[config.mk]
export PLATFORM = sky130hd
export DESIGN_NAME = byte_xxtea_block_cipher_flat
export DESIGN_NICKNAME = d
export VERILOG_FILES = /design/src/hdl/bxx_pkg.sv /design/src/hdl/bxx_if.sv /design/src/hdl/bxx_front.sv /design/src/hdl/bxx_queue.sv /design/src/hdl/bxx_back.sv /design/src/hdl/byte_xxtea_block_cipher.sv /design/src/flat_wrapper.sv
export SDC_FILE = /design/constraint.sdc
export NUM_CORES = 1
export LEC_CHECK = 0
export ABC_AREA = 1
export ABC_CLOCK_PERIOD_IN_PS = 7700
export BUFFER_PORTS_ARGS = -buffer_cell sky130_fd_sc_hd__buf_2
export CAP_MARGIN = 15
export CORE_UTILIZATION = 35
export CTS_BUF_LIST = sky130_fd_sc_hd__clkbuf_8
export CTS_CLUSTER_SIZE = 10
export DETAILED_ROUTE_END_ITERATION = 7
export PLACE_DENSITY = 0.53
export RECOVER_POWER = 50
export SLEW_MARGIN = 0
export SYNTH_ARGS = -nofsm -noshare
export SYNTH_HDL_FRONTEND = slang
export SYNTH_HIERARCHICAL = 1
export SYNTH_SLANG_ARGS = --single-unit
[constraint.sdc]
create_clock -name clk -period 7.7 [get_ports clk]
set_clock_uncertainty 0.1 [all_clocks]
set_input_delay 0.385 -clock clk [delete_from_list [all_inputs] [get_ports clk]]
set_output_delay 0.385 -clock clk [all_outputs]
set_load 0.01 [all_outputs]
[src/hdl/bxx_pkg.sv]
// Shared types for the byte-wide XXTEA block cipher.
package bxx_pkg;

	typedef enum logic [1:0] {
		OP_ENC  = 2'd0,
		OP_DEC  = 2'd1,
		OP_PASS = 2'd2
	} op_t;

	typedef struct packed {
		logic [7:0] data;
		op_t        op;
		logic       last;
	} qword_t;

endpackage

[src/hdl/bxx_if.sv]
// Valid/ready channel interfaces for the cipher's input and result words.
interface bxx_in_if;
	logic       valid;
	logic       ready;
	logic [7:0] in_byte;
	logic [1:0] op;

	modport source(output valid, output in_byte, output op, input ready);
	modport sink(input valid, input in_byte, input op, output ready);
endinterface

interface bxx_out_if;
	logic       valid;
	logic       ready;
	logic [7:0] out_byte;
	logic       last_of_block;

	modport source(output valid, output out_byte, output last_of_block, input ready);
	modport sink(input valid, input out_byte, input last_of_block, output ready);
endinterface

[src/hdl/bxx_front.sv]
// Front end: accepts input words, tags the final byte of each block and decodes the op.
module bxx_front import bxx_pkg::*; #(
	parameter int BLOCK_BYTES = 32
) (
	input  logic   clk,
	input  logic   arst_n,
	bxx_in_if.sink byte_stream,
	input  logic   q_full,
	output logic   push,
	output qword_t push_word
);

	localparam int IDXW = $clog2(BLOCK_BYTES);
	localparam logic [IDXW-1:0] LAST_IDX = IDXW'(BLOCK_BYTES - 1);

	logic [IDXW-1:0] fill_q;

	assign byte_stream.ready = !q_full;
	assign push = byte_stream.valid && !q_full;

	always_comb begin
		push_word.data = byte_stream.in_byte;
		push_word.last = (fill_q == LAST_IDX);
		case (op_t'(byte_stream.op))
			OP_ENC:  push_word.op = OP_ENC;
			OP_DEC:  push_word.op = OP_DEC;
			default: push_word.op = OP_PASS;
		endcase
	end

	always_ff @(posedge clk or negedge arst_n) begin
		if (!arst_n) begin
			fill_q <= '0;
		end else if (push) begin
			if (fill_q == LAST_IDX) begin
				fill_q <= '0;
			end else begin
				fill_q <= fill_q + 1'b1;
			end
		end
	end

endmodule

[src/hdl/bxx_queue.sv]
// Short queue that decouples the front end from the cipher engine.
module bxx_queue import bxx_pkg::*; (
	input  logic   clk,
	input  logic   arst_n,
	input  logic   push,
	input  qword_t push_word,
	output logic   full,
	input  logic   pop,
	output logic   pop_valid,
	output qword_t pop_word
);

	localparam int DEPTH = 4;
	localparam int PW = $clog2(DEPTH);
	localparam int CW = $clog2(DEPTH + 1);

	qword_t        entries_q [DEPTH];
	logic [PW-1:0] wr_ptr_q;
	logic [PW-1:0] rd_ptr_q;
	logic [CW-1:0] count_q;

	assign full = (count_q == CW'(DEPTH));
	assign pop_valid = (count_q != '0);
	assign pop_word = entries_q[rd_ptr_q];

	always_ff @(posedge clk) begin
		if (push) begin
			entries_q[wr_ptr_q] <= push_word;
		end
	end

	always_ff @(posedge clk or negedge arst_n) begin
		if (!arst_n) begin
			wr_ptr_q <= '0;
			rd_ptr_q <= '0;
			count_q  <= '0;
		end else begin
			if (push) begin
				wr_ptr_q <= wr_ptr_q + 1'b1;
			end
			if (pop) begin
				rd_ptr_q <= rd_ptr_q + 1'b1;
			end
			case ({push, pop})
				2'b10:   count_q <= count_q + 1'b1;
				2'b01:   count_q <= count_q - 1'b1;
				default: count_q <= count_q;
			endcase
		end
	end

	a_no_overflow: assert property (@(posedge clk) disable iff (!arst_n)
		push |-> (count_q < CW'(DEPTH)))
		else $error("queue written while full");

	a_no_underflow: assert property (@(posedge clk) disable iff (!arst_n)
		pop |-> (count_q != '0))
		else $error("queue read while empty");

	a_count_up: assert property (@(posedge clk) disable iff (!arst_n)
		(push && !pop) |=> (count_q == $past(count_q) + 1'b1))
		else $error("queue count did not follow a lone write");

endmodule

[src/hdl/bxx_back.sv]
// Cipher engine: loads a block into its store, runs the rounds one byte per cycle (none on pass-through), emits it.
module bxx_back import bxx_pkg::*; #(
	parameter int BLOCK_BYTES = 32
) (
	input  logic         clk,
	input  logic         arst_n,
	input  logic [31:0]  key,
	input  logic         q_valid,
	input  qword_t       q_word,
	output logic         pop,
	bxx_out_if.source    result_stream
);

	localparam int IDXW = $clog2(BLOCK_BYTES);
	localparam int CNTW = $clog2(BLOCK_BYTES + 1);
	localparam int ROUNDS = 6 + 52 / BLOCK_BYTES;
	localparam int RNDW = $clog2(ROUNDS);
	localparam int DELTA = 17;
	localparam logic [7:0] TEA_DELTA = 8'(DELTA);
	localparam logic [7:0] DEC_SUM = 8'((ROUNDS * DELTA) % 256);
	localparam logic [IDXW-1:0] LAST_IDX = IDXW'(BLOCK_BYTES - 1);
	localparam logic [IDXW-1:0] ENC_FIRST_RD = IDXW'(1);
	localparam logic [IDXW-1:0] DEC_FIRST_RD = IDXW'(BLOCK_BYTES - 2);
	localparam logic [RNDW-1:0] LAST_RND = RNDW'(ROUNDS - 1);
	localparam logic [CNTW-1:0] N_CNT = CNTW'(BLOCK_BYTES);
	localparam logic [CNTW-1:0] LAST_CNT = CNTW'(BLOCK_BYTES - 1);
	localparam logic [IDXW:0] N_EXT = (IDXW+1)'(BLOCK_BYTES);
	localparam logic [IDXW:0] TWO_EXT = (IDXW+1)'(2);

	typedef enum logic [1:0] {
		S_LOAD,
		S_PREP,
		S_RUN,
		S_EMIT
	} state_t;

	function automatic logic [7:0] tea_mix(input logic [7:0] y, input logic [7:0] z,
		input logic [7:0] sum, input logic [7:0] kb);
		logic [7:0] a;
		logic [7:0] b;
		logic [7:0] c;
		logic [7:0] d;
		logic [7:0] ab;
		logic [7:0] cd;
		a = (z >> 5) ^ (y << 2);
		b = (y >> 3) ^ (z << 4);
		c = sum ^ y;
		d = kb ^ z;
		ab = a + b;
		cd = c + d;
		return ab ^ cd;
	endfunction

	logic [7:0] mem [BLOCK_BYTES];
	logic [7:0] rdata_q;

	state_t          state_q;
	op_t             op_q;
	logic [IDXW-1:0] p_q;
	logic [RNDW-1:0] rnd_q;
	logic [7:0]      sum_q;
	logic [7:0]      nb_q;
	logic [7:0]      v_q;
	logic [7:0]      first_q;
	logic [CNTW-1:0] kcnt_q;
	logic            rv_q;
	logic            rlast_q;
	logic            ov_q;
	logic [7:0]      obyte_q;
	logic            olast_q;

	logic            we;
	logic [IDXW-1:0] waddr;
	logic [7:0]      wdata;
	logic            re;
	logic [IDXW-1:0] raddr;
	logic            out_free;
	logic            move;
	logic            issue;
	logic [IDXW:0]   p_ext;
	logic [IDXW:0]   fwd2;
	logic [IDXW:0]   bwd2;
	logic [7:0]      mix_y;
	logic [7:0]      mix_z;
	logic [1:0]      kidx;
	logic [7:0]      kbyte;
	logic [7:0]      mixv;
	logic [7:0]      newv;

	assign result_stream.valid = ov_q;
	assign result_stream.out_byte = obyte_q;
	assign result_stream.last_of_block = olast_q;

	assign pop = (state_q == S_LOAD) && q_valid;

	always_comb begin
		p_ext = {1'b0, p_q};
		fwd2 = p_ext + TWO_EXT;
		if (fwd2 >= N_EXT) begin
			fwd2 = fwd2 - N_EXT;
		end
		if (p_ext < TWO_EXT) begin
			bwd2 = p_ext + N_EXT - TWO_EXT;
		end else begin
			bwd2 = p_ext - TWO_EXT;
		end
		mix_y = (op_q == OP_ENC) ? rdata_q : nb_q;
		mix_z = (op_q == OP_ENC) ? nb_q : rdata_q;
		kidx = p_q[1:0] ^ sum_q[3:2];
		kbyte = key[{kidx, 3'b000} +: 8];
		mixv = tea_mix(mix_y, mix_z, sum_q, kbyte);
		newv = (op_q == OP_ENC) ? (v_q + mixv) : (v_q - mixv);
	end

	always_comb begin
		we = 1'b0;
		waddr = p_q;
		wdata = newv;
		re = 1'b0;
		raddr = p_q;
		out_free = !ov_q || result_stream.ready;
		move = rv_q && out_free;
		issue = 1'b0;
		case (state_q)
			S_LOAD: begin
				we = q_valid;
				wdata = q_word.data;
			end
			S_PREP: begin
				re = 1'b1;
				raddr = (op_q == OP_ENC) ? ENC_FIRST_RD : DEC_FIRST_RD;
			end
			S_RUN: begin
				we = 1'b1;
				re = 1'b1;
				raddr = (op_q == OP_ENC) ? fwd2[IDXW-1:0] : bwd2[IDXW-1:0];
			end
			S_EMIT: begin
				issue = (kcnt_q != N_CNT) && (!rv_q || out_free);
				re = issue;
				raddr = kcnt_q[IDXW-1:0];
			end
			default: begin
				we = 1'b0;
			end
		endcase
	end

	always_ff @(posedge clk) begin
		if (we) begin
			mem[waddr] <= wdata;
		end
		if (re) begin
			rdata_q <= mem[raddr];
		end
	end

	always_ff @(posedge clk or negedge arst_n) begin
		if (!arst_n) begin
			state_q <= S_LOAD;
			op_q    <= OP_PASS;
			p_q     <= '0;
			rnd_q   <= '0;
			sum_q   <= '0;
			nb_q    <= '0;
			v_q     <= '0;
			first_q <= '0;
			kcnt_q  <= '0;
			rv_q    <= 1'b0;
			rlast_q <= 1'b0;
			ov_q    <= 1'b0;
			obyte_q <= '0;
			olast_q <= 1'b0;
		end else begin
			if (move) begin
				ov_q    <= 1'b1;
				obyte_q <= rdata_q;
				olast_q <= rlast_q;
			end else if (result_stream.ready) begin
				ov_q <= 1'b0;
			end
			case (state_q)
				S_LOAD: begin
					if (q_valid) begin
						if (p_q == '0) begin
							first_q <= q_word.data;
						end
						if (q_word.last) begin
							op_q   <= q_word.op;
							rnd_q  <= '0;
							kcnt_q <= '0;
							case (q_word.op)
								OP_ENC: begin
									nb_q    <= q_word.data;
									v_q     <= first_q;
									p_q     <= '0;
									sum_q   <= TEA_DELTA;
									state_q <= S_PREP;
								end
								OP_DEC: begin
									nb_q    <= first_q;
									v_q     <= q_word.data;
									p_q     <= LAST_IDX;
									sum_q   <= DEC_SUM;
									state_q <= S_PREP;
								end
								default: begin
									p_q     <= '0;
									state_q <= S_EMIT;
								end
							endcase
						end else begin
							p_q <= p_q + 1'b1;
						end
					end
				end
				S_PREP: begin
					state_q <= S_RUN;
				end
				S_RUN: begin
					v_q  <= rdata_q;
					nb_q <= newv;
					if (op_q == OP_ENC) begin
						if (p_q == LAST_IDX) begin
							p_q <= '0;
							if (rnd_q == LAST_RND) begin
								state_q <= S_EMIT;
							end else begin
								rnd_q <= rnd_q + 1'b1;
								sum_q <= sum_q + TEA_DELTA;
							end
						end else begin
							p_q <= p_q + 1'b1;
						end
					end else begin
						if (p_q == '0) begin
							p_q <= LAST_IDX;
							if (rnd_q == LAST_RND) begin
								state_q <= S_EMIT;
							end else begin
								rnd_q <= rnd_q + 1'b1;
								sum_q <= sum_q - TEA_DELTA;
							end
						end else begin
							p_q <= p_q - 1'b1;
						end
					end
				end
				S_EMIT: begin
					if (issue) begin
						kcnt_q  <= kcnt_q + 1'b1;
						rv_q    <= 1'b1;
						rlast_q <= (kcnt_q == LAST_CNT);
					end else if (move) begin
						rv_q <= 1'b0;
					end
					if ((kcnt_q == N_CNT) && !rv_q) begin
						p_q     <= '0;
						state_q <= S_LOAD;
					end
				end
				default: begin
					state_q <= S_LOAD;
				end
			endcase
		end
	end

endmodule

[src/hdl/byte_xxtea_block_cipher.sv]
// Top level: key register, front end, word queue and cipher engine.
// For encrypt or decrypt the engine runs ROUNDS = 6 + 52 / BLOCK_BYTES rounds
// over the block before its first result word; pass-through skips the rounds.
// Each block goes through load, rounds (one byte update per cycle, bound by the
// single read port of the block store) and emit; a new block is loaded only
// after the last one has been emitted.
// Reset is asynchronous and active low; it clears control state and restores
// the key to 0x92929392, while the block store keeps no reset value.
module byte_xxtea_block_cipher import bxx_pkg::*; #(
	parameter int BLOCK_BYTES = 32
) (
	input  logic        clk,
	input  logic        arst_n,
	input  logic        cfg_we,
	input  logic [31:0] cfg_wdata,
	bxx_in_if.sink      byte_stream,
	bxx_out_if.source   result_stream
);

	localparam logic [31:0] KEY_RESET = 32'h9292_9392;

	logic [31:0] cfg_key_q;
	logic        push;
	qword_t      push_word;
	logic        q_full;
	logic        pop;
	logic        q_valid;
	qword_t      q_word;

	always_ff @(posedge clk or negedge arst_n) begin
		if (!arst_n) begin
			cfg_key_q <= KEY_RESET;
		end else if (cfg_we) begin
			cfg_key_q <= cfg_wdata;
		end
	end

	bxx_front #(
		.BLOCK_BYTES(BLOCK_BYTES)
	) u_front (
		.clk        (clk),
		.arst_n     (arst_n),
		.byte_stream(byte_stream),
		.q_full     (q_full),
		.push       (push),
		.push_word  (push_word)
	);

	bxx_queue u_queue (
		.clk      (clk),
		.arst_n   (arst_n),
		.push     (push),
		.push_word(push_word),
		.full     (q_full),
		.pop      (pop),
		.pop_valid(q_valid),
		.pop_word (q_word)
	);

	bxx_back #(
		.BLOCK_BYTES(BLOCK_BYTES)
	) u_back (
		.clk          (clk),
		.arst_n       (arst_n),
		.key          (cfg_key_q),
		.q_valid      (q_valid),
		.q_word       (q_word),
		.pop          (pop),
		.result_stream(result_stream)
	);

endmodule

[src/flat_wrapper.sv]
// flat-port wrapper written by rule: the top's interface ports become plain ports
module byte_xxtea_block_cipher_flat import bxx_pkg::*;
#(
	parameter int BLOCK_BYTES = 32
)
  (clk, arst_n, cfg_we, cfg_wdata, byte_stream_valid, byte_stream_in_byte, byte_stream_op, byte_stream_ready, result_stream_valid, result_stream_out_byte, result_stream_last_of_block, result_stream_ready);
  bxx_in_if byte_stream_i ();
  bxx_out_if result_stream_i ();
  input  logic clk;
  input  logic arst_n;
  input  logic cfg_we;
  input  logic [31:0] cfg_wdata;
  input wire logic [$bits(byte_stream_i.valid)-1:0] byte_stream_valid;
  input wire logic [$bits(byte_stream_i.in_byte)-1:0] byte_stream_in_byte;
  input wire logic [$bits(byte_stream_i.op)-1:0] byte_stream_op;
  output wire logic [$bits(byte_stream_i.ready)-1:0] byte_stream_ready;
  output wire logic [$bits(result_stream_i.valid)-1:0] result_stream_valid;
  output wire logic [$bits(result_stream_i.out_byte)-1:0] result_stream_out_byte;
  output wire logic [$bits(result_stream_i.last_of_block)-1:0] result_stream_last_of_block;
  input wire logic [$bits(result_stream_i.ready)-1:0] result_stream_ready;
  assign byte_stream_i.valid = byte_stream_valid;
  assign byte_stream_i.in_byte = byte_stream_in_byte;
  assign byte_stream_i.op = byte_stream_op;
  assign byte_stream_ready = byte_stream_i.ready;
  assign result_stream_valid = result_stream_i.valid;
  assign result_stream_out_byte = result_stream_i.out_byte;
  assign result_stream_last_of_block = result_stream_i.last_of_block;
  assign result_stream_i.ready = result_stream_ready;
  byte_xxtea_block_cipher #(.BLOCK_BYTES(BLOCK_BYTES)) u_core (.clk(clk), .arst_n(arst_n), .cfg_we(cfg_we), .cfg_wdata(cfg_wdata), .byte_stream(byte_stream_i), .result_stream(result_stream_i));
endmodule
Word level (Yosys, flattened, before mapping)
Memories as Yosys holds them, arrays and structs flattened. A register that Yosys moved wholly into a read port is not among the register bits.
Cells that the tools add are included.
{"block": "classes", "eq_ne": 22, "n_lt_le_gt_ge": 2, "addsub": 20, "bitwise": 6, "shift": 1, "reduce_logical": 34, "muxes": 68}
{"operator": "two-way mux 8 bit", "n": 15}
{"operator": "one-hot mux 8 bit (2 select lines)", "n": 6}
{"operator": "two-way mux 5 bit", "n": 12}
{"operator": "indexed part select 32 x 6 -> 8 bit", "n": 1}
{"operator": "one-hot mux 5 bit (3 select lines)", "n": 2}
{"operator": "adder 8 bit", "n": 3}
{"operator": "XOR 8 bit", "n": 3}
{"operator": "two-way mux 3 bit", "n": 6}
{"operator": "two-way mux 6 bit", "n": 3}
{"operator": "two-way mux 2 bit", "n": 8}
{"operator": "adder 5 x 1 -> 5 bit, second input constant", "n": 3}
{"operator": "one-hot mux 3 bit (2 select lines)", "n": 2}
{"operator": "one-hot mux 6 bit (2 select lines)", "n": 1}
{"operator": "== test 5 bit, second input constant", "n": 2}
{"operator": "AND reduction 5 bit", "n": 2}
{"operator": "nonzero test 2 bit", "n": 5}
{"operator": "subtractor 5 x 1 -> 5 bit, second input constant", "n": 2}
{"operator": "subtractor 5 x 2 -> 5 bit, second input constant", "n": 2}
{"operator": "two-way mux 1 bit", "n": 9}
{"operator": "AND reduction 3 bit", "n": 3}
{"operator": "adder 8 x 5 -> 8 bit, second input constant", "n": 1}
{"operator": "== test 2 x 1 -> 1 bit, second input constant", "n": 4}
{"operator": "logical NOT 2 bit", "n": 4}
{"operator": "inequality test 2 bit, second input constant", "n": 4}
{"operator": "other kinds (32)", "n": 50}
{"block": "totals", "out_inout_bits": 11, "ramBits": 300, "n_memories": 2, "input_bits": 47, "elab_cells": 174, "register_bits": 106}
{"memory": "u_core.u_back.mem", "words": 32, "width": 8, "read_ports": 1, "rd_ports_with_merged_regs": 1, "write_ports": 1, "line": "bxx_back.sv:54", "rtl": "logic [7:0] mem [BLOCK_BYTES];"}
{"memory": "u_core.u_queue.entries_q", "words": 4, "width": 11, "read_ports": 1, "rd_ports_with_merged_regs": 0, "write_ports": 1, "line": "bxx_queue.sv:17", "rtl": "qword_t entries_q [DEPTH];"}

Depth between registers and ports, before layout
Gate-level depths: netlist of run 1.
{"block": "depth", "word_depth": 8, "ltp_mapped": 34, "ltp_nobuf": 33}

Modules after synthesis
Netlist of run 1, hierarchy kept.
{"mod": "bxx_back", "cells_each": 1639, "area_per_inst_um2": 16333.2, "n_inst": 1}
{"mod": "bxx_queue", "cells_each": 198, "area_per_inst_um2": 2232.1, "n_inst": 1}
{"mod": "byte_xxtea_block_cipher", "cells_each": 136, "area_per_inst_um2": 1308.8, "n_inst": 1}
{"mod": "bxx_front", "cells_each": 47, "area_per_inst_um2": 375.4, "n_inst": 1}

Worst setup path before layout of run 1
No wires, ideal clock.
{"block": "synth_timing", "path_kind": "register to register", "from": "register u_core.u_back.p_q[0]", "to": "memory u_core.u_back.mem[0][6], data pin", "path_slack_ns": 1.979, "arrival_time_ns": 5.167, "required_time_ns": 7.146, "setup_ns": 0.454, "path_stages_with_launch": 22, "n_path_buf": 1, "cell_sequence": "dfrtp_1 -> inv_1 -> nand2_1 -> nand2_1 -> clkbuf_1 -> nor2_1 -> o32ai_1 -> xnor2_1 -> ha_1 -> fa_1 -> xor2_1 -> ha_1 -> nand2_1 -> o21ai_0 -> fa_1 -> a21oi_1 -> o21ai_0 -> a21oi_1 -> nor2_1 -> nor2_1 -> xor2_1 -> o21ai_0"}
{"block": "synth_via", "elab_chain_cells": 8, "word_cells_on_any_way": 9, "cone_classes": "add/sub (3); shift (1); mux (2); bitwise (3)"}
{"item": "start, declared", "line": "bxx_back.sv:59", "rtl": "logic [IDXW-1:0] p_q;"}
{"item": "start signal, assigned", "line": "bxx_back.sv:213", "rtl": "p_q <= p_q + 1'b1;"}
{"item": "start signal, assigned", "line": "bxx_back.sv:233", "rtl": "p_q <= p_q + 1'b1;"}
{"item": "start signal, assigned", "line": "bxx_back.sv:245", "rtl": "p_q <= p_q - 1'b1;"}
{"item": "XOR 2 bit *", "line": "bxx_back.sv:109", "rtl": "kidx = p_q[1:0] ^ sum_q[3:2];"}
{"item": "indexed part select 32 x 6 -> 8 bit *", "line": "bxx_back.sv:110", "rtl": "kbyte = key[{kidx, 3'b000} +: 8];"}
{"item": "XOR 8 bit *", "line": "bxx_back.sv:48", "rtl": "d = kb ^ z;"}
{"item": "adder 8 bit *", "line": "bxx_back.sv:50", "rtl": "cd = c + d;"}
{"item": "XOR 8 bit *", "line": "bxx_back.sv:51", "rtl": "return ab ^ cd;"}
{"item": "subtractor 8 bit / adder 8 bit (equally long branches)", "line": "bxx_back.sv:112", "rtl": "newv = (op_q == OP_ENC) ? (v_q + mixv) : (v_q - mixv);"}
{"item": "two-way mux 8 bit *", "line": "bxx_back.sv:112"}
{"item": "two-way mux 8 bit *", "line": "bxx_back.sv:124", "rtl": "case (state_q)"}
{"item": "via u_core.u_back.wdata[6]", "line": "bxx_back.sv:74", "rtl": "logic [7:0] wdata;"}
{"item": "end, declared", "line": "bxx_back.sv:54"}
Mark *: on every way through the listed nets, which the timed path passes. The rest lies on a longest branch.

Worst setup path after layout of run 1
{"block": "layout_timing", "from": "register u_core.u_back.p_q[0]", "to": "memory u_core.u_back.mem[11][7], data pin"}
The elaborated chain is that of the path after synthesis.

==> results of run 1 <==
how the worst min path moves through the flow:
| stage | start | endpoint | slack [ps] | cells past startpoint |
|---|---|---|---|---|
| 5_1_grt | cfg_wdata[11] | u_core/cfg_key_q[11] | 370 | 4 |
| 4_1_cts | cfg_we | u_core/cfg_key_q[28] | 90 | 3 |
| 6_report | u_core/cfg_key_q[25] | u_core/cfg_key_q[25] | 370 | 2 |
| 3_3_place_gp | arst_n | u_core/u_back/first_q[3] | 350 | 1 |
| 3_5_place_dp | u_core/cfg_key_q[12] | u_core/cfg_key_q[12] | 350 | 2 |
| 2_1_floorplan | arst_n | u_core/cfg_key_q[0] | -10 | 0 |
routing by layer:
layer	part of all wire (%)	up-vias	global-route usage, %	routed length [um]
met4	2.2	0	5.55	1150
met3	4.5	85	3.19	2330
met1	46	7079	23.3	23500
met5	0	-	0	0
met2	48	343	29.0	24400
li1	-	7125	-	-
cells by family after synthesis:
logic type / Yosys count / synth area share, %
flops: 414 / 58.9
xor+xnor: 43 / 1.86
fa+ha+maj: 52 / 3.36
compound gates: 434 / 12.9
mux: 3 / 0.167
simple gates: 800 / 16.3
buf+inv: 274 / 6.48
final cells by class:
type                       instances  area (um2)
clock buffer                      81        1110
timing repair buffer             124         868
tap                              756         946
fill                            5600       34000
antenna                            2        5.00
multi-input combinational       1332        7060
sequential                       414       11900
inverter                         169         637
clock inverter                    52         324
metrics by stage:
step,hold slack [ps],area (um2),std cells
after floorplan,-10.6,20200,2020
after global placement,347,21000,2749
after detailed placement,354,21000,2749
after CTS,92.8,22900,2927
after global routing,375,22900,2930
final,369,22900,2930
flip-flops by register name, indices dropped and copies added (netlist names):
| name | cells |
|---|---|
| u_core/u_back/mem | 256 |
| u_core/u_queue/entries_q | 44 |
| u_core/cfg_key_q | 32 |
| u_core/u_back/first_q | 8 |
| u_core/u_back/nb_q | 8 |
| u_core/u_back/rdata_q | 8 |
| u_core/u_back/result_stream.out_byte | 8 |
| u_core/u_back/sum_q | 8 |
| u_core/u_back/v_q | 8 |
| u_core/u_back/kcnt_q | 6 |
| u_core/u_back/p_q | 5 |
| u_core/u_front/fill_q | 5 |
| u_core/u_back/rnd_q | 3 |
| u_core/u_queue/count_q | 3 |
| u_core/u_back/op_q | 2 |
| u_core/u_back/state_q | 2 |
| u_core/u_queue/rd_ptr_q | 2 |
| u_core/u_queue/wr_ptr_q | 2 |
| u_core/u_back/result_stream.last_of_block | 1 |
| u_core/u_back/result_stream.valid | 1 |
| u_core/u_back/rlast_q | 1 |
| u_core/u_back/rv_q | 1 |
timing repair:
| item | 4_1_cts | 5_1_grt |
|---|---|---|
| hold buffers | 45 | 0 |
| endpoints found under the hold margin | 114 | 0 |
| setup buffers | 0 | 0 |
worst max-delay path: cells and delay by family (launching register included):
kind	cells	cell delay, ps
DFF	1	460
adders and majority gates	4	1210
and+or+nand+nor	12	1320
buffers and inverters	3	450
xor gates and xnor gates	4	770
AOI/OAI and AO/OA	3	890
layout by cell type (no fill, tap or decap), types with 45 or more instances in the layout:
cell                              n
sky130_fd_sc_hd__inv_1          180
sky130_fd_sc_hd__edfxtp_1       308
sky130_fd_sc_hd__ha_1            48
sky130_fd_sc_hd__o21ai_0        193
sky130_fd_sc_hd__o211ai_1        73
sky130_fd_sc_hd__nand3_1         92
sky130_fd_sc_hd__dlygate4sd3_1   45
sky130_fd_sc_hd__nand2_1        424
sky130_fd_sc_hd__nor2_1         222
sky130_fd_sc_hd__clkbuf_8        81
sky130_fd_sc_hd__dfrtp_1         92
==> metrics.log, run 1 <==
[metrics] most frequent cells after synthesis: sky130_fd_sc_hd__nand2_1 (424), sky130_fd_sc_hd__edfxtp_1 (308), sky130_fd_sc_hd__nor2_1 (221)
[metrics] total congestion overflow after global routing: 0
[metrics] Resized cells post-CTS: 0
[metrics] Residual DRC: 0
[metrics] Num CTS Buffers: 76
[metrics] startpoint of the lowest-slack register-to-register path: u_core/u_back/p_q[0]
[metrics] Clock Sinks: 414
[metrics] startpoint type of the worst setup path: flip-flop
[metrics] achievable clock frequency: 181 MHz
[metrics] Starting Density: 35.6%
[metrics] share of layout cells above drive strength 1: 10.5%
[metrics] Routed WL: 51400 um
[metrics] Worst Setup EP: u_core/u_back/mem[11][7]
[metrics] global placement routability congestion: 0.898
[metrics] register-to-register setup slack: 2170 ps
[metrics] critical path class: flip-flop to flip-flop
[metrics] top area cells in the synthesized netlist: sky130_fd_sc_hd__edfxtp_1 (46%), sky130_fd_sc_hd__dfrtp_1 (11%), sky130_fd_sc_hd__nand2_1 (7.9%)
[metrics] chip width: 243 um
[metrics] cell with the most instances after synthesis: sky130_fd_sc_hd__nand2_1
[metrics] Synth Flop Type: sky130_fd_sc_hd__edfxtp_1
[metrics] vias after detailed routing: 14600
[metrics] Post-Route Setup TNS: 0 ps
[metrics] violation count after the first detailed-routing iteration: 1055
[metrics] mean cell area of the mapped netlist: 10.0 um2
[metrics] global-route wire length before repair: 80800 um
[metrics] unrepaired setup endpoints after global routing: no
[metrics] clock transition at the register clock pins on the worst setup and hold paths after CTS: 50 ps
[metrics] clock latency at the later pin of the worst-skew pair: 670 ps
[metrics] number of search-and-repair iterations in the first detailed-routing pass: 5
[metrics] buffers from clock root to sink, at most: 3
[metrics] maxcap violations: 3
[metrics] capture instance of the worst register-to-register path: u_core/u_back/mem[11][7]
[metrics] area of the mapped netlist: 20200 um2
[metrics] core footprint: 56800 um2
[metrics] Synth-to-Final Area Change: 12.9%
[metrics] worst path setup slack after routing: 2170 ps
[metrics] most used cell along the critical path: sky130_fd_sc_hd__nand2_1
[metrics] Worst Path Required: 7910 ps
[metrics] clock period minus worst slack: 5530 ps
[metrics] cell chosen for the clock root: sky130_fd_sc_hd__clkbuf_8
[metrics] Async SR Flop Fraction: 25.6%
[metrics] maximum number of pins on one net before global-route repair: 69
[metrics] count of mapped cells out of synthesis: 2020
[metrics] antenna violations before repair: 1
[metrics] cell depth of the worst flop-to-flop path: 26
[metrics] worst slew slack as a fraction of its limit: -121%
[metrics] detailed placer's ending HPWL: 33300 um
[metrics] critical path endpoint category: flip-flop
[metrics] post-layout util: 40.2%
[metrics] FF+latch count, synth: 414
[metrics] Synth top area share: 45.7%
[metrics] port bufs: 57
[metrics] worst setup path startpoint: u_core/u_back/p_q[0]
[metrics] number of nets in the finished design: 2216
[metrics] post-detailed-route wirelength per cell: 17.5 um
[metrics] number of hold violations in the final report: 0
[metrics] clock tree from TritonCTS: done
[metrics] count of flip-flops with a built-in enable after synthesis: 308
[metrics] Crit Path Max Fanout: 32
[metrics] number of placement rows: 87
[metrics] type of the most critical hold path: flip-flop to flip-flop
[metrics] ports placed on the boundary: 58
[metrics] GRT Total Usage: 17.6%
[metrics] nets in the synthesized netlist: 2119
[metrics] area of the die: 58800 um2
[metrics] pre-CTS WS: 1940 ps
[metrics] ratio of final minimum period to clock period: 71.8%
[metrics] count of antenna-violating nets left after detailed routing: 0
[metrics] transition time at the pin with the least slew margin: 3320 ps
[metrics] final setup fails: 0
[metrics] violated checks: capacitance limit, slew limit
[metrics] CP Data Arrival Time: 5740 ps
[metrics] Via-to-Cell Ratio: 4.99
[metrics] status: finished with violations
[metrics] vias in the first global route: 14400
[metrics] synth unique cells: 56
[metrics] Die Span Y: 243 um
[metrics] htree depth: 3
[metrics] sequential area share after synthesis: 58.9%
[metrics] number of warnings issued by yosys: 6
[metrics] final max-slew violation count: 145
[metrics] highest-delay cell along the critical path: sky130_fd_sc_hd__dfrtp_1
[metrics] largest area contributor in the netlist: sky130_fd_sc_hd__edfxtp_1
[metrics] slowest stage delay, CP: 460 ps
Power of run 1 is left out: the tool's default activity adds up to more than one toggle a clock period on the data nets, which glitch-free logic cannot reach.
==> inputs of run 2 (changes only) <==
--- a/config.mk
+++ b/config.mk
@@ -6,14 +6,14 @@
 export NUM_CORES = 1
 export LEC_CHECK = 0
 export ABC_AREA = 1
-export ABC_CLOCK_PERIOD_IN_PS = 7700
+export ABC_CLOCK_PERIOD_IN_PS = 5000
 export BUFFER_PORTS_ARGS = -buffer_cell sky130_fd_sc_hd__buf_2
 export CAP_MARGIN = 15
 export CORE_UTILIZATION = 35
 export CTS_BUF_LIST = sky130_fd_sc_hd__clkbuf_8
 export CTS_CLUSTER_SIZE = 10
 export DETAILED_ROUTE_END_ITERATION = 7
-export PLACE_DENSITY = 0.53
+export PLACE_DENSITY = 0.55
 export RECOVER_POWER = 50
 export SLEW_MARGIN = 0
 export SYNTH_ARGS = -nofsm -noshare
==> constraint.sdc (replaced) <==
create_clock -name clk -period 5 [get_ports clk]
set_clock_uncertainty 0.1 [all_clocks]
set_input_delay 0.25 -clock clk [delete_from_list [all_inputs] [get_ports clk]]
set_output_delay 0.25 -clock clk [all_outputs]
set_load 0.01 [all_outputs]
==> metrics.log, run 2 (synthesized netlist as in run 1, its figures left out) <==
[metrics] Final Non-Filler Cells: 2982
[metrics] number of placement rows: 87
[metrics] antenna violations before repair: 2
[metrics] most used cell along the critical path: sky130_fd_sc_hd__nand2_1
[metrics] GRT Total Usage: 18.2%
[metrics] number of hold violations in the final report: 0
[metrics] chip width: 243 um
[metrics] Placed Cells incl. Taps: 2768
[metrics] status: finished with violations
[metrics] count of antenna-violating nets left after detailed routing: 0
[metrics] critical path endpoint category: flip-flop
[metrics] post-detailed-route wirelength per cell: 17.8 um
[metrics] Num CTS Buffers: 76
[metrics] type of the most critical hold path: input pin to flip-flop
[metrics] share of layout cells above drive strength 1: 11.8%
[metrics] final max-slew violation count: 85
[metrics] htree depth: 3
[metrics] Via-to-Cell Ratio: 5.02
[metrics] achievable clock frequency: 215 MHz
[metrics] core footprint: 56800 um2
[metrics] vias in the first global route: 14900
[metrics] kind of cell with the highest combined delay on the critical path: adder cells
[metrics] global placement routability congestion: 0.975
[metrics] ratio of final minimum period to clock period: 93.1%
[metrics] slowest stage delay, CP: 580 ps
[metrics] critical path class: flip-flop to flip-flop
[metrics] Crit Path Max Fanout: 32
[metrics] clock latency at the later pin of the worst-skew pair: 650 ps
[metrics] total congestion overflow after global routing: 0
[metrics] buffers from clock root to sink, at most: 3
[metrics] ports placed on the boundary: 58
[metrics] worst slew slack as a fraction of its limit: -84.9%
[metrics] Routed WL: 53100 um
[metrics] combined buffer and inverter count along the critical path: 4
[metrics] global-route wire length before repair: 83400 um
[metrics] transition time at the pin with the least slew margin: 2770 ps
[metrics] Synth-to-Final Area Change: 16.0%
[metrics] Post-Route Setup TNS: 0 ps
[metrics] Clock Sinks: 414
[metrics] highest-delay cell along the critical path: sky130_fd_sc_hd__dfstp_2
[metrics] Residual DRC: 0
[metrics] number of nets in the finished design: 2266
[metrics] cell chosen for the clock root: sky130_fd_sc_hd__clkbuf_8
[metrics] area of the die: 58800 um2
[metrics] number of flip-flops under the largest register name: 256
[metrics] violation count after the first detailed-routing iteration: 1072
[metrics] largest registers in the final layout: u_core/u_back/mem x256, u_core/u_queue/entries_q x44, u_core/cfg_key_q x32
[metrics] largest register by flop count: u_core/u_back/mem
[metrics] cell breakdown of the critical path: nor2_4 -> buf_12 -> o21ai_0 -> xor2_1 -> fa_1 -> xor2_2 -> ha_1 -> nor2_1 -> xnor2_1 -> inv_1 -> ha_1 -> a21oi_1 -> nand2_1 -> nand4_1 -> nand3_1 -> xor2_1 -> inv_1 -> nand2_1 -> nand2_1 -> nand2_1 -> nand2_1 -> nand2_1 -> o21ai_2 -> buf_12
[metrics] CP Data Arrival Time: 4940 ps
[metrics] Die Span Y: 243 um
[metrics] clock tree from TritonCTS: done
[metrics] Starting Density: 35.6%
[metrics] leading cell type in the layout, fill and taps excluded: sky130_fd_sc_hd__nand2_1
[metrics] maximum number of pins on one net before global-route repair: 129
[metrics] number of search-and-repair iterations in the first detailed-routing pass: 5
[metrics] port bufs: 57
[metrics] final setup fails: 0
[metrics] commonest cells after routing, fill and taps aside: sky130_fd_sc_hd__nand2_1 (423), sky130_fd_sc_hd__edfxtp_1 (308), sky130_fd_sc_hd__nor2_1 (225), sky130_fd_sc_hd__o21ai_0 (186), sky130_fd_sc_hd__inv_1 (177)
[metrics] startpoint type of the worst setup path: flip-flop
[metrics] Worst Path Required: 5280 ps
[metrics] unrepaired setup endpoints after global routing: no
[metrics] clock transition at the register clock pins on the worst setup and hold paths after CTS: 60 ps
[metrics] violated checks: capacitance limit, slew limit
[metrics] clock period minus worst slack: 4660 ps
[metrics] maxcap violations: 3
[metrics] detailed placer's ending HPWL: 33600 um
[metrics] vias after detailed routing: 15000
==> run 2: cell types whose count changed in the layout (fill, tap and decap cells not counted), moves of 3 or more <==
cell,before,now
sky130_fd_sc_hd__o21ai_0,193,186
sky130_fd_sc_hd__clkinv_1,16,13
sky130_fd_sc_hd__buf_4,16,30
sky130_fd_sc_hd__dlygate4sd3_1,45,73
sky130_fd_sc_hd__inv_1,180,177
sky130_fd_sc_hd__clkbuf_1,26,30
sky130_fd_sc_hd__buf_12,1,5
sky130_fd_sc_hd__clkbuf_8,81,87
sky130_fd_sc_hd__nor2_1,222,225
sky130_fd_sc_hd__buf_2,36,32
sky130_fd_sc_hd__o21ai_1,32,39
==> run 2: path summary, 6_finish.rpt <==
path | start | endpoint | slack [ps] | cells past startpoint
min in group asynchronous | arst_n | u_core/u_back/first_q[1] | 920 | 2
max in group asynchronous | arst_n | u_core/u_queue/count_q[2] | 1240 | 3
setup / recovery | u_core/u_back/op_q[1] | u_core/u_back/mem[1][7] | 340 | 24
hold reg to reg | u_core/cfg_key_q[17] | u_core/cfg_key_q[17] | 370 | 2
setup reg to reg | u_core/u_back/op_q[1] | u_core/u_back/mem[1][7] | 340 | 24
hold / removal | cfg_wdata[13] | u_core/cfg_key_q[13] | 270 | 4
==> run 2: what timing repair did <==
item / 4_1_cts / 5_1_grt
endpoints found under the setup margin: 0 / 130
hold buffers: 73 / 0
resized for setup: 0 / 25
hold endpoints to repair: 131 / 0
buffers inserted: 0 / 3
==> run 2: stage by stage <==
| step | hold WS [ps] | setup WS (ps) | instance area [um2] | utilization [%] |
|---|---|---|---|---|
| floorplan | -146 | 14.4 | 20300 | - |
| finish | 268 | 343 | 23500 | 41.3 |
| CTS | 1.39 | 66.4 | 23500 | 41.3 |
| global route | 248 | 13.2 | 23500 | 41.3 |
| detailed placement | 224 | 109 | 21200 | 37.3 |
| global placement | 215 | 224 | 21200 | 37.3 |
==> run 2: cell type report <==
| type | instances | area [um2] |
|---|---|---|
| clock buffers | 87 | 1200 |
| repair buffers | 173 | 1360 |
| fillers | 5516 | 33300 |
| flip-flops and latches | 414 | 11900 |
| multi-input cells | 1333 | 7110 |
| well taps | 756 | 946 |
| clock inverters | 49 | 314 |
| diodes | 1 | 2.50 |
| inverters | 169 | 643 |
==> run 2: per-layer routing <==
metal	part of all wire, %	routed length (um)	vias up	GRT usage, %
met5	0	0	-	0
met4	3.0	1610	0	7.74
met3	5.0	2640	84	3.09
met2	46	24600	401	29.2
met1	46	24200	7270	24.3
li1	-	-	7218	-
==> run 2: worst min-delay path: stages <==
cell	delay, ps
sky130_fd_sc_hd__dlygate4sd3_1	510
sky130_fd_sc_hd__buf_2	100
sky130_fd_sc_hd__nand2_1	50
sky130_fd_sc_hd__nand2_1	60
Power of run 2 is left out for the same reason.
